===== src/hw/rtl/rap_pkg.sv =====
// shared constants, types and tables for the rotate-about-pivot pipeline
package rap_pkg;

   localparam int COORD_WIDTH_DEFAULT   = 24;
   localparam int CORDIC_STAGES_DEFAULT = 16;

   // angle field and its one-bit-wider working form
   localparam int ANGLE_WIDTH     = 17;
   localparam int ANGLE_EXT_WIDTH = ANGLE_WIDTH + 1;
   typedef logic signed [ANGLE_EXT_WIDTH-1:0] rap_angle_type;

   localparam rap_angle_type TURN_UNITS          = 18'sd46080;
   localparam rap_angle_type HALF_UNITS          = 18'sd23040;
   localparam rap_angle_type NEG_HALF_UNITS      = -18'sd23040;
   localparam rap_angle_type QUARTER_UNITS       = 18'sd11520;
   localparam rap_angle_type NEG_QUARTER_UNITS   = -18'sd11520;
   localparam rap_angle_type ZERO_UNITS          = 18'sd0;

   // angle magnitude split as |r| = 45*q + m, z = q*2^22 + round(m*2^22/45)
   localparam int ABS_WIDTH    = 14;
   localparam int RECIP_WIDTH  = 15;
   localparam int RECIP_SHIFT  = 20;
   localparam int QUOT_WIDTH   = 9;
   localparam int REM_WIDTH    = 6;
   localparam int FRAC_WIDTH   = 22;
   localparam int FRAC_ENTRIES = 45;
   localparam logic [RECIP_WIDTH-1:0] RECIP_45      = 15'd23302;
   localparam logic [REM_WIDTH-1:0]   ANGLE_DIVISOR = 6'd45;

   typedef logic [FRAC_ENTRIES-1:0][FRAC_WIDTH-1:0] rap_frac_table_type;

   // rounded m*2^22/45 through shift and subtract
   function automatic rap_frac_table_type build_frac_table();
      rap_frac_table_type tab;
      longint             num;
      longint             quo;
      for (int i = 0; i < FRAC_ENTRIES; i++) begin
         num = longint'(i) * (longint'(1) <<< FRAC_WIDTH) + longint'(ANGLE_DIVISOR >> 1);
         quo = 0;
         for (int b = FRAC_WIDTH; b >= 0; b--) begin
            if (num >= (longint'(ANGLE_DIVISOR) <<< b)) begin
               num = num - (longint'(ANGLE_DIVISOR) <<< b);
               quo = quo + (longint'(1) <<< b);
            end
         end
         tab[i] = FRAC_WIDTH'(quo);
      end
      return tab;
   endfunction

   localparam rap_frac_table_type FRAC_TABLE = build_frac_table();

   // cordic datapath
   localparam int CORDIC_XY_WIDTH = 32;
   localparam int CORDIC_Z_WIDTH  = 33;
   localparam logic signed [CORDIC_XY_WIDTH-1:0] GAIN_Q30 = 32'sd652032874;
   localparam logic signed [CORDIC_Z_WIDTH-1:0]  ONE_Q30  = 33'sd1073741824;

   // how cosine and sine are produced
   localparam logic [1:0] TRIG_SEL_CORDIC = 2'd0;
   localparam logic [1:0] TRIG_SEL_ZERO   = 2'd1;
   localparam logic [1:0] TRIG_SEL_POS90  = 2'd2;
   localparam logic [1:0] TRIG_SEL_NEG90  = 2'd3;

   typedef struct packed {
      logic       flip;
      logic [1:0] trig_sel;
   } rap_ctl_type;

   // atan(2^-k) in units of 2^-32 turn
   function automatic logic signed [CORDIC_Z_WIDTH-1:0] atan_entry(input int k);
      logic signed [CORDIC_Z_WIDTH-1:0] v;
      case (k)
         0:       v = 33'sh020000000;
         1:       v = 33'sh012E4051E;
         2:       v = 33'sh009FB385B;
         3:       v = 33'sh0051111D4;
         4:       v = 33'sh0028B0D43;
         5:       v = 33'sh00145D7E1;
         6:       v = 33'sh000A2F61E;
         7:       v = 33'sh000517C55;
         8:       v = 33'sh00028BE53;
         9:       v = 33'sh000145F2F;
         10:      v = 33'sh0000A2F98;
         11:      v = 33'sh0000517CC;
         12:      v = 33'sh000028BE6;
         13:      v = 33'sh0000145F3;
         14:      v = 33'sh00000A2FA;
         15:      v = 33'sh00000517D;
         16:      v = 33'sh0000028BE;
         17:      v = 33'sh00000145F;
         18:      v = 33'sh000000A30;
         19:      v = 33'sh000000518;
         20:      v = 33'sh00000028C;
         21:      v = 33'sh000000146;
         22:      v = 33'sh0000000A3;
         23:      v = 33'sh000000051;
         24:      v = 33'sh000000029;
         25:      v = 33'sh000000014;
         26:      v = 33'sh00000000A;
         27:      v = 33'sh000000005;
         28:      v = 33'sh000000003;
         29:      v = 33'sh000000001;
         30:      v = 33'sh000000001;
         default: v = 33'sh000000000;
      endcase
      return v;
   endfunction

endpackage


===== src/hw/rtl/rap_cordic_cell.sv =====
// one cordic rotation step with its own register and handshake
module rap_cordic_cell #(
   parameter int COORD_WIDTH = rap_pkg::COORD_WIDTH_DEFAULT,
   parameter int STAGE_IDX   = 0
) (
   input  logic                                       clock,
   input  logic                                       reset,
   input  logic                                       up_valid,
   output logic                                       up_ready,
   input  logic signed [rap_pkg::CORDIC_XY_WIDTH-1:0] up_x,
   input  logic signed [rap_pkg::CORDIC_XY_WIDTH-1:0] up_y,
   input  logic signed [rap_pkg::CORDIC_Z_WIDTH-1:0]  up_z,
   input  logic signed [COORD_WIDTH:0]                up_dx,
   input  logic signed [COORD_WIDTH:0]                up_dy,
   input  logic signed [COORD_WIDTH-1:0]              up_pivot_x,
   input  logic signed [COORD_WIDTH-1:0]              up_pivot_y,
   input  rap_pkg::rap_ctl_type                       up_ctl,
   output logic                                       dn_valid,
   input  logic                                       dn_ready,
   output logic signed [rap_pkg::CORDIC_XY_WIDTH-1:0] dn_x,
   output logic signed [rap_pkg::CORDIC_XY_WIDTH-1:0] dn_y,
   output logic signed [rap_pkg::CORDIC_Z_WIDTH-1:0]  dn_z,
   output logic signed [COORD_WIDTH:0]                dn_dx,
   output logic signed [COORD_WIDTH:0]                dn_dy,
   output logic signed [COORD_WIDTH-1:0]              dn_pivot_x,
   output logic signed [COORD_WIDTH-1:0]              dn_pivot_y,
   output rap_pkg::rap_ctl_type                       dn_ctl
);

   localparam int SHIFT = STAGE_IDX % 32;
   localparam logic signed [rap_pkg::CORDIC_Z_WIDTH-1:0] ATAN_STEP = rap_pkg::atan_entry(SHIFT);

   logic valid_ff, valid_in, load;
   logic signed [rap_pkg::CORDIC_XY_WIDTH-1:0] x_shift, y_shift, x_in, y_in;
   logic signed [rap_pkg::CORDIC_Z_WIDTH-1:0]  z_in;

   assign up_ready = !valid_ff || dn_ready;
   assign load     = up_valid && up_ready;
   assign valid_in = up_ready ? up_valid : valid_ff;
   assign dn_valid = valid_ff;

   always_comb begin
      x_shift = up_x >>> SHIFT;
      y_shift = up_y >>> SHIFT;
      // rotate toward zero residual angle
      if (!up_z[rap_pkg::CORDIC_Z_WIDTH-1]) begin
         x_in = up_x - y_shift;
         y_in = up_y + x_shift;
         z_in = up_z - ATAN_STEP;
      end else begin
         x_in = up_x + y_shift;
         y_in = up_y - x_shift;
         z_in = up_z + ATAN_STEP;
      end
   end

   always_ff @(posedge clock) begin
      if (reset) begin
         valid_ff <= 1'b0;
      end else begin
         valid_ff <= valid_in;
      end
   end

   always_ff @(posedge clock) begin
      if (load) begin
         dn_x       <= x_in;
         dn_y       <= y_in;
         dn_z       <= z_in;
         dn_dx      <= up_dx;
         dn_dy      <= up_dy;
         dn_pivot_x <= up_pivot_x;
         dn_pivot_y <= up_pivot_y;
         dn_ctl     <= up_ctl;
      end
   end

endmodule


===== config.mk =====
export PLATFORM = sky130hd
export DESIGN_NAME = rap_cordic_cell
export DESIGN_NICKNAME = d
export VERILOG_FILES = /design/src/hw/rtl/rap_pkg.sv /design/src/hw/rtl/rap_cordic_cell.sv
export SDC_FILE = /design/constraint.sdc
export NUM_CORES = 1
export LEC_CHECK = 0
export ABC_AREA = 1
export BUFFER_PORTS_ARGS = -buffer_cell sky130_fd_sc_hd__buf_2
export CAP_MARGIN = 25
export CORE_AREA = 10 10 178 247
export CTS_CLUSTER_DIAMETER = 60
export DETAILED_ROUTE_END_ITERATION = 8
export DIE_AREA = 0 0 188 257
export PLACE_DENSITY = 0.53
export RECOVER_POWER = 50
export SYNTH_ARGS = -nofsm -noshare
export SYNTH_HDL_FRONTEND = slang
export SYNTH_SLANG_ARGS = --single-unit

===== constraint.sdc =====
create_clock -name clock -period 40 [get_ports clock]
set_input_delay 8 -clock clock [delete_from_list [all_inputs] [get_ports clock]]
set_output_delay 8 -clock clock [all_outputs]
set_load 0.05 [all_outputs]

==> flow_metrics.py <==
metrics = {
    "run_status": {
        "status": "finished, violations left",
        "violations": "max-capacitance violations, max-slew violations",
    },
    "logic_synthesis": {
        "ys_warn_count": 0,
        "synth_area_leader_cell": "edfxtp_1",
        "syn_area_um2": 13600,
        "synth_cell_types": 39,
        "yosysTopAreaCellShare_pct": 43.5,
        "async_flop_share_pct": 0,
        "ys_ff_latch": 198,
        "ys_seq_area_share_pct": 43.6,
        "ys_top_cells_by_area": "edfxtp_1 43%, nand2_1 17%, ha_1 9.6%",
        "synthFlopType": "edfxtp_1",
        "synth_edf_count": 197,
        "synth.avg_cell_area_um2": 7.64,
        "netlist_instances": 1782,
        "syn-num-nets": 2091,
    },
    "die": {
        "die_w_um": 188,
        "die_y_um": 257,
        "num_rows": 86,
        "start_util_pct": 34.7,
        "fp.dieArea_um2": 48300,
        "core_um2": 39200,
        "ios": 402,
    },
    "critical_path": {
        "worstPathCellList": "buf_2, inv_1, nand2_1, buf_2",
        "required_ns": 32.00,
        "slowest_delay_ns": 0.21,
        "path_buf_inv": 3,
        "crit_path_frequent_cell": "buf_2",
        "startpoint_type": "input pin",
        "crit_fanout": 2,
        "critPathKind": "in2out",
        "cp_top_family": "buffers and inverters",
        "cp.depth": 4,
        "cp_slowest_cell": "buf_2",
        "endpoint_kind": "primary output",
        "arrival_ns": 8.48,
        "reg2reg_depth": 3,
    },
    "pwr": {
        "p_leak_nw": 8.54,
        "power_density_nw_per_um2": 39.1,
        "ir_worst_vdd_mv": 0.0277,
    },
    "route": {
        "postRouteAntennaNets": 0,
        "num_vias": 12900,
        "via_per_inst": 4.75,
        "dr.pass1.iters": 8,
        "drtIter0Drc": 815,
        "drc_errors": 0,
        "wl_per_cell_um": 19.4,
        "wl_um": 52600,
    },
    "clocking": {
        "cts_tree": "yes",
        "clock-sinks": 198,
        "clk_path_buf_depth": 2,
        "ctsHtreeMaxLevel": 4,
        "postCtsSetupRepairBufs": 0,
        "holdBufCountCts": 0,
        "cts_buffers": 17,
        "clk_latency_ns": 0.45,
        "clockRootBuffer": "clkbuf_16",
        "cts.reportedPaths.clkPinSlew_ns": 0.09,
        "cts_resized": 0,
    },
    "cells_and_area": {
        "utilization_pct": 42.4,
        "layout_common_cells": "615 x nand2_1, 345 x inv_1, 287 x buf_2",
        "final_common_cell": "nand2_1",
        "nNetsFinal": 2475,
        "area_delta_synth_final_pct": 21.9,
        "drive_gt1_share_pct": 15.8,
        "fillers": 4183,
        "fin_area_um2": 16600,
    },
    "sta": {
        "setup_viol": 0,
        "fmax_mhz": 60.7,
        "min_period_over_period_pct": 41.2,
        "rsz0062_at_grt": "false",
        "slew_violations": 60,
        "post-route-min-period_ns": 16.48,
        "tightestPinTransition_ns": 3.17,
        "max-slew-margin-rel_pct": -111,
        "finalHoldViolations": 0,
        "tns_ns": 0,
        "finClkSkew_ns": 0.0155,
    },
    "global_routing": {
        "grtUsageTotal_pct": 20.9,
        "grt_pass1_vias": 12800,
        "grt_max_degree": 77,
        "antenna_found_initial": 3,
        "grt_pass1_wl_um": 77000,
        "gr-total-overflow": 0,
    },
    "placed_design": {
        "placed_cell_area_um2": 16100,
        "place.gp.congestion": 0.957,
        "place_hpwl_um": 44300,
        "io_buffers": 401,
    },
    "min_path": {
        "holdPathStages": 2,
        "hp-class": "reg2reg",
    },
    "flow_run": {
        "maxCapViolations": 1,
    },
}
-- synthesized netlist by cell type (8+ instances only) --
cell type  number
nor2_1        107
xor2_1         20
a21oi_1        73
ha_1          104
o21bai_1       10
o22ai_1         8
nand2_1       615
nand4_1        24
nand3_1       160
edfxtp_1      197
buf_4          15
inv_1         345
o21ai_0        36
buf_2          13
-- cell type report --
type	count	area (µm²)	share of cell area, %
inverters	348	1310	7.87
repair buffers	406	1900	11.4
diodes	1	2.50	0.0151
flip-flops and latches	198	5940	35.8
well taps	528	661	3.98
clock buffers	17	425	2.56
clock inverters	15	230	1.39
multi-input cells	1195	6130	37.0
-- metal layers --
layer  wire length (µm)  track usage (%)  up-vias  share of wire (%)
met5                 13                0        -              0.025
met2              28300             40.6      465                 54
li1                   -                -     6385                  -
met1              19800             21.4     5931                 38
met4               1680             7.68        2                3.2
met3               2850             4.17       67                5.4
-- where the power goes --
| group | leakage [nW] | switching (W) | total (W) | internal, W |
|---|---|---|---|---|
| Clock | 0.316 | 0.000100 | 0.000189 | 0.0000893 |
| Combinational | 6.30 | 0.000156 | 0.000205 | 0.0000489 |
| Sequential | 1.92 | 0.00000423 | 0.000253 | 0.000249 |
| Total | 8.54 | 0.000261 | 0.000648 | 0.000387 |
-- metrics by stage --
step,cells,power (W),hold slack (ns),setup WS (ns)
after global placement,2675,0.000464,0.527,23.50
after CTS,2707,0.000659,0.544,23.52
final,2708,0.000648,0.541,23.52
after global routing,2708,0.000681,0.574,23.50
after detailed placement,2675,0.000466,0.530,23.52
after floorplan,1782,0.000404,1.07,21.68
-- worst min-delay path: cells and delay by family (launching register included) --
family / cells / cell delay (ns)
compound gates: 1 / 0.06
flops: 1 / 0.35
simple gates: 1 / 0.09
-- logic make-up (layout without fill, tap and decap cells) --
logic type      after synthesis  count (layout)  synth area share [%]
compound gates              135             135                  5.32
xor+xnor                     21              21                  1.35
fa+ha+maj                   107             107                  10.0
buf+inv                     389             786                  11.4
flops                       198             198                  43.6
other cells                   0               1                     0
simple gates                932             932                  28.3
-- worst paths after layout --
path | start | end | slack, ns
max reg2reg | dn_valid | dn_y[12] | 35.73
min | dn_valid | dn_valid | 0.54
max | dn_ready | up_ready | 23.52
min reg2reg | dn_valid | dn_valid | 0.54
-- registers in the layout, summed over array words and instances, names as in the netlist --
signal / cells
dn_dy: 25
dn_y: 32
dn_ctl: 3
dn_x: 31
dn_pivot_y: 24
dn_z: 33
dn_pivot_x: 24
dn_valid: 1
dn_dx: 25
Note: power is estimated with default switching activity, not from simulation.
