File: src/hw/rtl/rap_pkg.sv
// shared constants, types and tables for the rotate-about-pivot pipeline
package rap_pkg;

   localparam int COORD_WIDTH_DEFAULT   = 24;
   localparam int CORDIC_STAGES_DEFAULT = 16;

   // angle field and its one-bit-wider working form
   localparam int ANGLE_WIDTH     = 17;
   localparam int ANGLE_EXT_WIDTH = ANGLE_WIDTH + 1;
   typedef logic signed [ANGLE_EXT_WIDTH-1:0] rap_angle_type;

   localparam rap_angle_type TURN_UNITS          = 18'sd46080;
   localparam rap_angle_type HALF_UNITS          = 18'sd23040;
   localparam rap_angle_type NEG_HALF_UNITS      = -18'sd23040;
   localparam rap_angle_type QUARTER_UNITS       = 18'sd11520;
   localparam rap_angle_type NEG_QUARTER_UNITS   = -18'sd11520;
   localparam rap_angle_type ZERO_UNITS          = 18'sd0;

   // angle magnitude split as |r| = 45*q + m, z = q*2^22 + round(m*2^22/45)
   localparam int ABS_WIDTH    = 14;
   localparam int RECIP_WIDTH  = 15;
   localparam int RECIP_SHIFT  = 20;
   localparam int QUOT_WIDTH   = 9;
   localparam int REM_WIDTH    = 6;
   localparam int FRAC_WIDTH   = 22;
   localparam int FRAC_ENTRIES = 45;
   localparam logic [RECIP_WIDTH-1:0] RECIP_45      = 15'd23302;
   localparam logic [REM_WIDTH-1:0]   ANGLE_DIVISOR = 6'd45;

   typedef logic [FRAC_ENTRIES-1:0][FRAC_WIDTH-1:0] rap_frac_table_type;

   // rounded m*2^22/45 through shift and subtract
   function automatic rap_frac_table_type build_frac_table();
      rap_frac_table_type tab;
      longint             num;
      longint             quo;
      for (int i = 0; i < FRAC_ENTRIES; i++) begin
         num = longint'(i) * (longint'(1) <<< FRAC_WIDTH) + longint'(ANGLE_DIVISOR >> 1);
         quo = 0;
         for (int b = FRAC_WIDTH; b >= 0; b--) begin
            if (num >= (longint'(ANGLE_DIVISOR) <<< b)) begin
               num = num - (longint'(ANGLE_DIVISOR) <<< b);
               quo = quo + (longint'(1) <<< b);
            end
         end
         tab[i] = FRAC_WIDTH'(quo);
      end
      return tab;
   endfunction

   localparam rap_frac_table_type FRAC_TABLE = build_frac_table();

   // cordic datapath
   localparam int CORDIC_XY_WIDTH = 32;
   localparam int CORDIC_Z_WIDTH  = 33;
   localparam logic signed [CORDIC_XY_WIDTH-1:0] GAIN_Q30 = 32'sd652032874;
   localparam logic signed [CORDIC_Z_WIDTH-1:0]  ONE_Q30  = 33'sd1073741824;

   // how cosine and sine are produced
   localparam logic [1:0] TRIG_SEL_CORDIC = 2'd0;
   localparam logic [1:0] TRIG_SEL_ZERO   = 2'd1;
   localparam logic [1:0] TRIG_SEL_POS90  = 2'd2;
   localparam logic [1:0] TRIG_SEL_NEG90  = 2'd3;

   typedef struct packed {
      logic       flip;
      logic [1:0] trig_sel;
   } rap_ctl_type;

   // atan(2^-k) in units of 2^-32 turn
   function automatic logic signed [CORDIC_Z_WIDTH-1:0] atan_entry(input int k);
      logic signed [CORDIC_Z_WIDTH-1:0] v;
      case (k)
         0:       v = 33'sh020000000;
         1:       v = 33'sh012E4051E;
         2:       v = 33'sh009FB385B;
         3:       v = 33'sh0051111D4;
         4:       v = 33'sh0028B0D43;
         5:       v = 33'sh00145D7E1;
         6:       v = 33'sh000A2F61E;
         7:       v = 33'sh000517C55;
         8:       v = 33'sh00028BE53;
         9:       v = 33'sh000145F2F;
         10:      v = 33'sh0000A2F98;
         11:      v = 33'sh0000517CC;
         12:      v = 33'sh000028BE6;
         13:      v = 33'sh0000145F3;
         14:      v = 33'sh00000A2FA;
         15:      v = 33'sh00000517D;
         16:      v = 33'sh0000028BE;
         17:      v = 33'sh00000145F;
         18:      v = 33'sh000000A30;
         19:      v = 33'sh000000518;
         20:      v = 33'sh00000028C;
         21:      v = 33'sh000000146;
         22:      v = 33'sh0000000A3;
         23:      v = 33'sh000000051;
         24:      v = 33'sh000000029;
         25:      v = 33'sh000000014;
         26:      v = 33'sh00000000A;
         27:      v = 33'sh000000005;
         28:      v = 33'sh000000003;
         29:      v = 33'sh000000001;
         30:      v = 33'sh000000001;
         default: v = 33'sh000000000;
      endcase
      return v;
   endfunction

endpackage

File: src/hw/rtl/rap_front.sv
// angle reduction and cordic start angle, three registered stages
module rap_front #(
   parameter int COORD_WIDTH = rap_pkg::COORD_WIDTH_DEFAULT
) (
   input  logic                                      clock,
   input  logic                                      reset,
   input  logic                                      up_valid,
   output logic                                      up_ready,
   input  logic signed [COORD_WIDTH-1:0]             point_x,
   input  logic signed [COORD_WIDTH-1:0]             point_y,
   input  logic signed [COORD_WIDTH-1:0]             pivot_x,
   input  logic signed [COORD_WIDTH-1:0]             pivot_y,
   input  logic signed [rap_pkg::ANGLE_WIDTH-1:0]    angle,
   output logic                                      dn_valid,
   input  logic                                      dn_ready,
   output logic signed [rap_pkg::CORDIC_Z_WIDTH-1:0] dn_z,
   output logic signed [COORD_WIDTH:0]               dn_dx,
   output logic signed [COORD_WIDTH:0]               dn_dy,
   output logic signed [COORD_WIDTH-1:0]             dn_pivot_x,
   output logic signed [COORD_WIDTH-1:0]             dn_pivot_y,
   output rap_pkg::rap_ctl_type                      dn_ctl
);

   localparam int NSTG = 3;
   localparam int MAG_WIDTH = rap_pkg::QUOT_WIDTH + rap_pkg::FRAC_WIDTH;
   localparam int Z_W = rap_pkg::CORDIC_Z_WIDTH;

   // stage handshake
   logic [NSTG-1:0] valid_ff, valid_in, stage_load, src_valid;
   logic [NSTG:0]   stage_ready;

   assign src_valid         = {valid_ff[NSTG-2:0], up_valid};
   assign stage_ready[NSTG] = dn_ready;
   assign up_ready          = stage_ready[0];
   assign dn_valid          = valid_ff[NSTG-1];

   for (genvar g = 0; g < NSTG; g++) begin : g_hs
      assign stage_ready[g] = !valid_ff[g] || stage_ready[g+1];
      assign stage_load[g]  = src_valid[g] && stage_ready[g];
      assign valid_in[g]    = stage_ready[g] ? src_valid[g] : valid_ff[g];
   end

   always_ff @(posedge clock) begin
      if (reset) begin
         valid_ff <= '0;
      end else begin
         valid_ff <= valid_in;
      end
   end

   // stage 0: wrap to half turn, fold to quarter turn, offsets
   rap_pkg::rap_angle_type ang_ext, ang_wrap, ang_fold, ang_abs;
   logic                            fold_flip;
   rap_pkg::rap_ctl_type            ctl0_in;
   logic [rap_pkg::ABS_WIDTH-1:0]   abs0_in;
   logic signed [COORD_WIDTH:0]     dx0_in, dy0_in;

   always_comb begin
      ang_ext = {angle[rap_pkg::ANGLE_WIDTH-1], angle};
      if (ang_ext >= rap_pkg::HALF_UNITS) begin
         ang_wrap = ang_ext - rap_pkg::TURN_UNITS;
      end else if (ang_ext < rap_pkg::NEG_HALF_UNITS) begin
         ang_wrap = ang_ext + rap_pkg::TURN_UNITS;
      end else begin
         ang_wrap = ang_ext;
      end
      fold_flip = 1'b0;
      if (ang_wrap > rap_pkg::QUARTER_UNITS) begin
         ang_fold  = ang_wrap - rap_pkg::HALF_UNITS;
         fold_flip = 1'b1;
      end else if (ang_wrap < rap_pkg::NEG_QUARTER_UNITS) begin
         ang_fold  = ang_wrap + rap_pkg::HALF_UNITS;
         fold_flip = 1'b1;
      end else begin
         ang_fold = ang_wrap;
      end
      ctl0_in.flip = fold_flip;
      if (ang_fold == rap_pkg::ZERO_UNITS) begin
         ctl0_in.trig_sel = rap_pkg::TRIG_SEL_ZERO;
      end else if (ang_fold == rap_pkg::QUARTER_UNITS) begin
         ctl0_in.trig_sel = rap_pkg::TRIG_SEL_POS90;
      end else if (ang_fold == rap_pkg::NEG_QUARTER_UNITS) begin
         ctl0_in.trig_sel = rap_pkg::TRIG_SEL_NEG90;
      end else begin
         ctl0_in.trig_sel = rap_pkg::TRIG_SEL_CORDIC;
      end
      ang_abs = ang_fold[rap_pkg::ANGLE_EXT_WIDTH-1] ? -ang_fold : ang_fold;
      abs0_in = ang_abs[rap_pkg::ABS_WIDTH-1:0];
      dx0_in  = {point_x[COORD_WIDTH-1], point_x} - {pivot_x[COORD_WIDTH-1], pivot_x};
      dy0_in  = {point_y[COORD_WIDTH-1], point_y} - {pivot_y[COORD_WIDTH-1], pivot_y};
   end

   logic [rap_pkg::ABS_WIDTH-1:0] abs0_ff;
   logic                          neg0_ff;
   rap_pkg::rap_ctl_type          ctl0_ff;
   logic signed [COORD_WIDTH:0]   dx0_ff, dy0_ff;
   logic signed [COORD_WIDTH-1:0] pvx0_ff, pvy0_ff;

   always_ff @(posedge clock) begin
      if (stage_load[0]) begin
         abs0_ff <= abs0_in;
         neg0_ff <= ang_fold[rap_pkg::ANGLE_EXT_WIDTH-1];
         ctl0_ff <= ctl0_in;
         dx0_ff  <= dx0_in;
         dy0_ff  <= dy0_in;
         pvx0_ff <= pivot_x;
         pvy0_ff <= pivot_y;
      end
   end

   // stage 1: quotient by 45 through reciprocal multiply
   logic [rap_pkg::ABS_WIDTH+rap_pkg::RECIP_WIDTH-1:0] quot_prod;
   assign quot_prod = (rap_pkg::ABS_WIDTH + rap_pkg::RECIP_WIDTH)'(abs0_ff)
                    * (rap_pkg::ABS_WIDTH + rap_pkg::RECIP_WIDTH)'(rap_pkg::RECIP_45);

   logic [rap_pkg::QUOT_WIDTH-1:0] quot1_ff;
   logic [rap_pkg::ABS_WIDTH-1:0]  abs1_ff;
   logic                           neg1_ff;
   rap_pkg::rap_ctl_type           ctl1_ff;
   logic signed [COORD_WIDTH:0]    dx1_ff, dy1_ff;
   logic signed [COORD_WIDTH-1:0]  pvx1_ff, pvy1_ff;

   always_ff @(posedge clock) begin
      if (stage_load[1]) begin
         quot1_ff <= quot_prod[rap_pkg::RECIP_SHIFT +: rap_pkg::QUOT_WIDTH];
         abs1_ff  <= abs0_ff;
         neg1_ff  <= neg0_ff;
         ctl1_ff  <= ctl0_ff;
         dx1_ff   <= dx0_ff;
         dy1_ff   <= dy0_ff;
         pvx1_ff  <= pvx0_ff;
         pvy1_ff  <= pvy0_ff;
      end
   end

   // stage 2: remainder, fraction table, signed start angle
   logic [rap_pkg::ABS_WIDTH-1:0] quot_times, rem_full;
   logic [rap_pkg::REM_WIDTH-1:0] rem;
   logic [MAG_WIDTH-1:0]          z_mag;
   logic signed [Z_W-1:0]         z_ext, z2_in;

   always_comb begin
      quot_times = rap_pkg::ABS_WIDTH'(quot1_ff) * rap_pkg::ABS_WIDTH'(rap_pkg::ANGLE_DIVISOR);
      rem_full   = abs1_ff - quot_times;
      rem        = rem_full[rap_pkg::REM_WIDTH-1:0];
      z_mag      = {quot1_ff, rap_pkg::FRAC_TABLE[rem]};
      z_ext      = {{(Z_W-MAG_WIDTH){1'b0}}, z_mag};
      z2_in      = neg1_ff ? -z_ext : z_ext;
   end

   always_ff @(posedge clock) begin
      if (stage_load[2]) begin
         dn_z       <= z2_in;
         dn_ctl     <= ctl1_ff;
         dn_dx      <= dx1_ff;
         dn_dy      <= dy1_ff;
         dn_pivot_x <= pvx1_ff;
         dn_pivot_y <= pvy1_ff;
      end
   end

endmodule

File: config.mk
export PLATFORM = sky130hd
export DESIGN_NAME = rap_front
export DESIGN_NICKNAME = d
export VERILOG_FILES = /design/src/hw/rtl/rap_pkg.sv /design/src/hw/rtl/rap_front.sv
export SDC_FILE = /design/constraint.sdc
export NUM_CORES = 1
export LEC_CHECK = 0
export ABC_AREA = 1
export BUFFER_PORTS_ARGS = -buffer_cell sky130_fd_sc_hd__buf_2
export CORE_MARGIN = 4
export CORE_UTILIZATION = 25
export DETAILED_ROUTE_END_ITERATION = 16
export GPL_ROUTABILITY_DRIVEN = 0
export GPL_TIMING_DRIVEN = 0
export PLACE_DENSITY = 0.48
export SLEW_MARGIN = 30
export SYNTH_ARGS = -nofsm -noshare
export SYNTH_HDL_FRONTEND = slang
export SYNTH_SLANG_ARGS = --single-unit
File: constraint.sdc
create_clock -name clock -period 14.8 [get_ports clock]
set_input_delay 2.96 -clock clock [delete_from_list [all_inputs] [get_ports clock]]
set_output_delay 2.96 -clock clock [all_outputs]
set_load 0.05 [all_outputs]
==> implementation parameters <==
Parameter                              Value

Critical path
  Critical Path Start Type ... input port
  Series of cell instances along the critical path ... buf_2, inv_1, nand2_1, nor2_1, nand2_1, buf_2
  Required time of the critical path ... roughly 12 ns
  Slowest Stage Delay on Critical Path ... 0.23 ns
  Cell with the largest stage delay on the worst path ... sky130_fd_sc_hd__buf_2
  Class of the most critical setup path ... in2out
  CP max FO ... 3
  Critical Path Sink Type ... output pin
  Flop2flop setup slack ... approximately 9.5 ns
  Arrival time worst endpoint ... between 3 and 4 ns
  Number of cell instances on the worst register-to-register path ... 18
  Crit path launch ... dn_ready
  End of the worst register-to-register path ... quot1_ff[8]
  Startpoint of the worst register-to-register path ... abs0_ff[5]

Logic synthesis
  EDFF count, synth ... between 300 and 400
  Synth Flop Type ... sky130_fd_sc_hd__edfxtp_1
  Post-synthesis instance area ... roughly 20,000 µm²
  Sequential cell area fraction in the yosys report ... 55.18%
  Per-instance average area after synthesis ... between 10 and 15 µm²
  Area share of the largest cell type after synthesis ... roughly 55%
  Synth warn ... 0
  Async set-reset flop share out of synthesis ... 0%
  Most instantiated cells after synthesis ... sky130_fd_sc_hd__edfxtp_1, sky130_fd_sc_hd__nand2_1, sky130_fd_sc_hd__inv_1
  Leading post-synthesis cells by cell area ... sky130_fd_sc_hd__edfxtp_1, sky130_fd_sc_hd__ha_1, sky130_fd_sc_hd__nand2_1
  Total of flip-flops plus latches after synthesis ... between 300 and 400
  Cell with the most instances after synthesis ... sky130_fd_sc_hd__edfxtp_1
  Post-Synthesis Cells ... between 1,500 and 2,000
  Most area-hungry cell type in the Yosys netlist ... sky130_fd_sc_hd__edfxtp_1
  Number of distinct standard cells referenced by the synthesized netlist ... 50
  Number of nets in the synthesized netlist ... 2,079

Die
  Die span in x ... approximately 290 µm
  Overall die height ... roughly 290 µm
  Area of the die ... around 85,000 µm²
  CORE AREA ... slightly below 80,000 µm²
  Standard-cell row count ... 103
  Boundary Pins ... 253
  Starting Density ... around 25%

Placed design
  Count of input and output buffers ... roughly 250
  DPL Wire Length ... roughly 37,000 µm

Global route
  Largest net degree at the start of global routing ... 74
  Initial antenna violation count ... 3
  Wire length of the first global-routing pass ... ~75,000 µm
  Combined global-route utilization of all metal layers ... 11.08%
  Number of global-route vias before repair ... around 14,000
  Final global-route overflow total ... 0

Worst hold path
  Number of cells on the worst hold path ... 0
  Origin of the worst min-delay path ... dx1_ff[23]
  Path class of the lowest-slack min-delay path ... reg2reg
  Worst hold endpoint ... dn_dx[23]

Detailed routing
  Antenna Nets Post-Route ... 0
  Total wirelength of the detailed-routed design ... approximately 48,000 µm
  WL/cell ... 15.42 µm
  Via count normalized by instance count ... 4.212
  Number of violations reported at the end of detailed-routing iteration 0 ... ~640
  Number of design rule violations left after detail routing ... 0
  Overall via count from detail_route ... 13,155
  First-pass iteration count of the detailed router ... 5

STA
  Final total negative setup slack ... 0 ns
  Skew final ... between 0.02 and 0.03 ns
  Worst-margin pin slew ... about 0.56 ns
  Unrepaired setup endpoints after global routing ... no
  Slew HR ... between 60% and 70%
  Highest clock frequency the design can meet ... roughly 150 MHz
  Crit path time final ... 6.690 ns
  Final count of negative-setup-slack endpoints ... 0
  Fraction of the cycle the final worst path needs ... a little under half
  Hold violation total from the final report ... 0
  Max-slew violation total from the final report ... 0

Clock network
  CTS tree ... built
  Buffers from clock root to sink, at most ... 3
  Total number of H-tree levels ... 2
  Root buffer cell ... sky130_fd_sc_hd__clkbuf_16
  Post-cts repair resize count ... 0
  Postcts setup bufs ... 0
  Total clock buffers created by CTS ... 44
  Clock Latency Late Sink ... between 0.5 and 0.6 ns
  Clock slew at reported path FFs ... around 0.060 ns
  Count of hold buffers inserted by post-cts repair ... 0
  Sink Count ... 370

Finish
  Layout-stage area growth over the synthesis result ... 21.02%
  Proportion of layout cells with a drive suffix above 1 ... 20.47%
  Final-stage net count ... ~2,400

Job
  Max-capacitance violation count ... 0

Status
  Run status ... finished clean
==> sequential cells by signal, indices dropped and copies added (netlist names) <==
signal	cells
dn_z	33
dn_dx	25
dn_dy	25
dx0_ff	25
dx1_ff	25
dy0_ff	25
dy1_ff	25
dn_pivot_x	24
dn_pivot_y	24
pvx0_ff	24
pvx1_ff	24
pvy0_ff	24
pvy1_ff	24
abs0_ff	14
quot1_ff	9
abs1_ff	6
ctl0_ff	3
ctl1_ff	3
dn_ctl	3
valid_ff	3
neg0_ff	1
neg1_ff	1
==> logic make-up after synthesis <==
logic type	Yosys count	synth area share, %
simple gates	574	13.41
flops	370	55.18
buf+inv	260	5.109
fa+ha+maj	225	15.55
compound gates	191	5.533
xor+xnor	117	5.215
==> worst max-delay path, delay by kind of cell <==
family / cells / cell delay (ns)
simple gates: 3 / 0.35
buf+inv: 3 / 0.42
==> cell type report <==
cell class / instances / area (µm²)
Fill cell: 8026 / 54960
Sequential cell: 370 / 11080
Multi-Input combinational cell: 1107 / 7985
Timing Repair Buffer: 259 / 1459
Tap cell: 1050 / 1314
Clock buffer: 52 / 1162
Inverter: 247 / 962.2
Clock inverter: 23 / 255.2
Buffer: 13 / 78.83
Antenna cell: 2 / 5.005
==> how the worst max path moves through the flow <==
| stage | depth (start not counted) | slack, ns | endpoint |
|---|---|---|---|
| after CTS | 6 | 8.14 | up_ready |
| after global routing | 6 | 8.08 | up_ready |
| after detailed placement | 6 | 8.14 | up_ready |
| after global placement | 3 | 0.29 | dn_pivot_x[23] |
| after floorplan | 2 | 4.71 | dn_ctl[0] |
| final | 6 | 8.11 | up_ready |
==> through the flow <==
| stage | hold slack [ns] | worst slack, ns | cells | util, % | instance area (µm²) |
|---|---|---|---|---|---|
| floorplan | 0.4003 | 4.715 | 1737 | - | 20080 |
| global placement | 0.4006 | 0.2856 | 3036 | 28.57 | 22640 |
| detailed placement | 0.4045 | 8.139 | 3046 | 28.87 | 22880 |
| CTS | 0.4021 | 8.138 | 3121 | 30.66 | 24300 |
| global route | 0.4132 | 8.080 | 3123 | 30.66 | 24300 |
| finish | 0.4035 | 8.110 | 3123 | 30.66 | 24300 |
==> cells in the final DEF, fill, tap and decap left out, drive strengths merged, types with 4 or more instances in the layout <==
cell and instances:
a31oi 6, o2111ai 4, edfxtp 367, a21o 11
o211ai 7, xor2 79, fa 41, xnor2 38
nand2 323, or2 4, nor2 120, nand3 95
a21oi 83, nor3 13, buf 270, o21ai 63
clkinv 13, clkbuf 54, ha 184, nand4 18
inv 251, o31ai 5
==> layer usage <==
metal  vias to the layer above  GRT usage (%)  routed length, µm
met5                         -              0                  0
met4                         0          3.124               1137
met3                        70          2.106               2460
met2                       315          18.47              22430
met1                      6223          14.74              22120
li1                       6547              -                  -
Power is left out: the tool's default activity adds up to more than one toggle a clock period on the data nets, which glitch-free logic cannot reach.
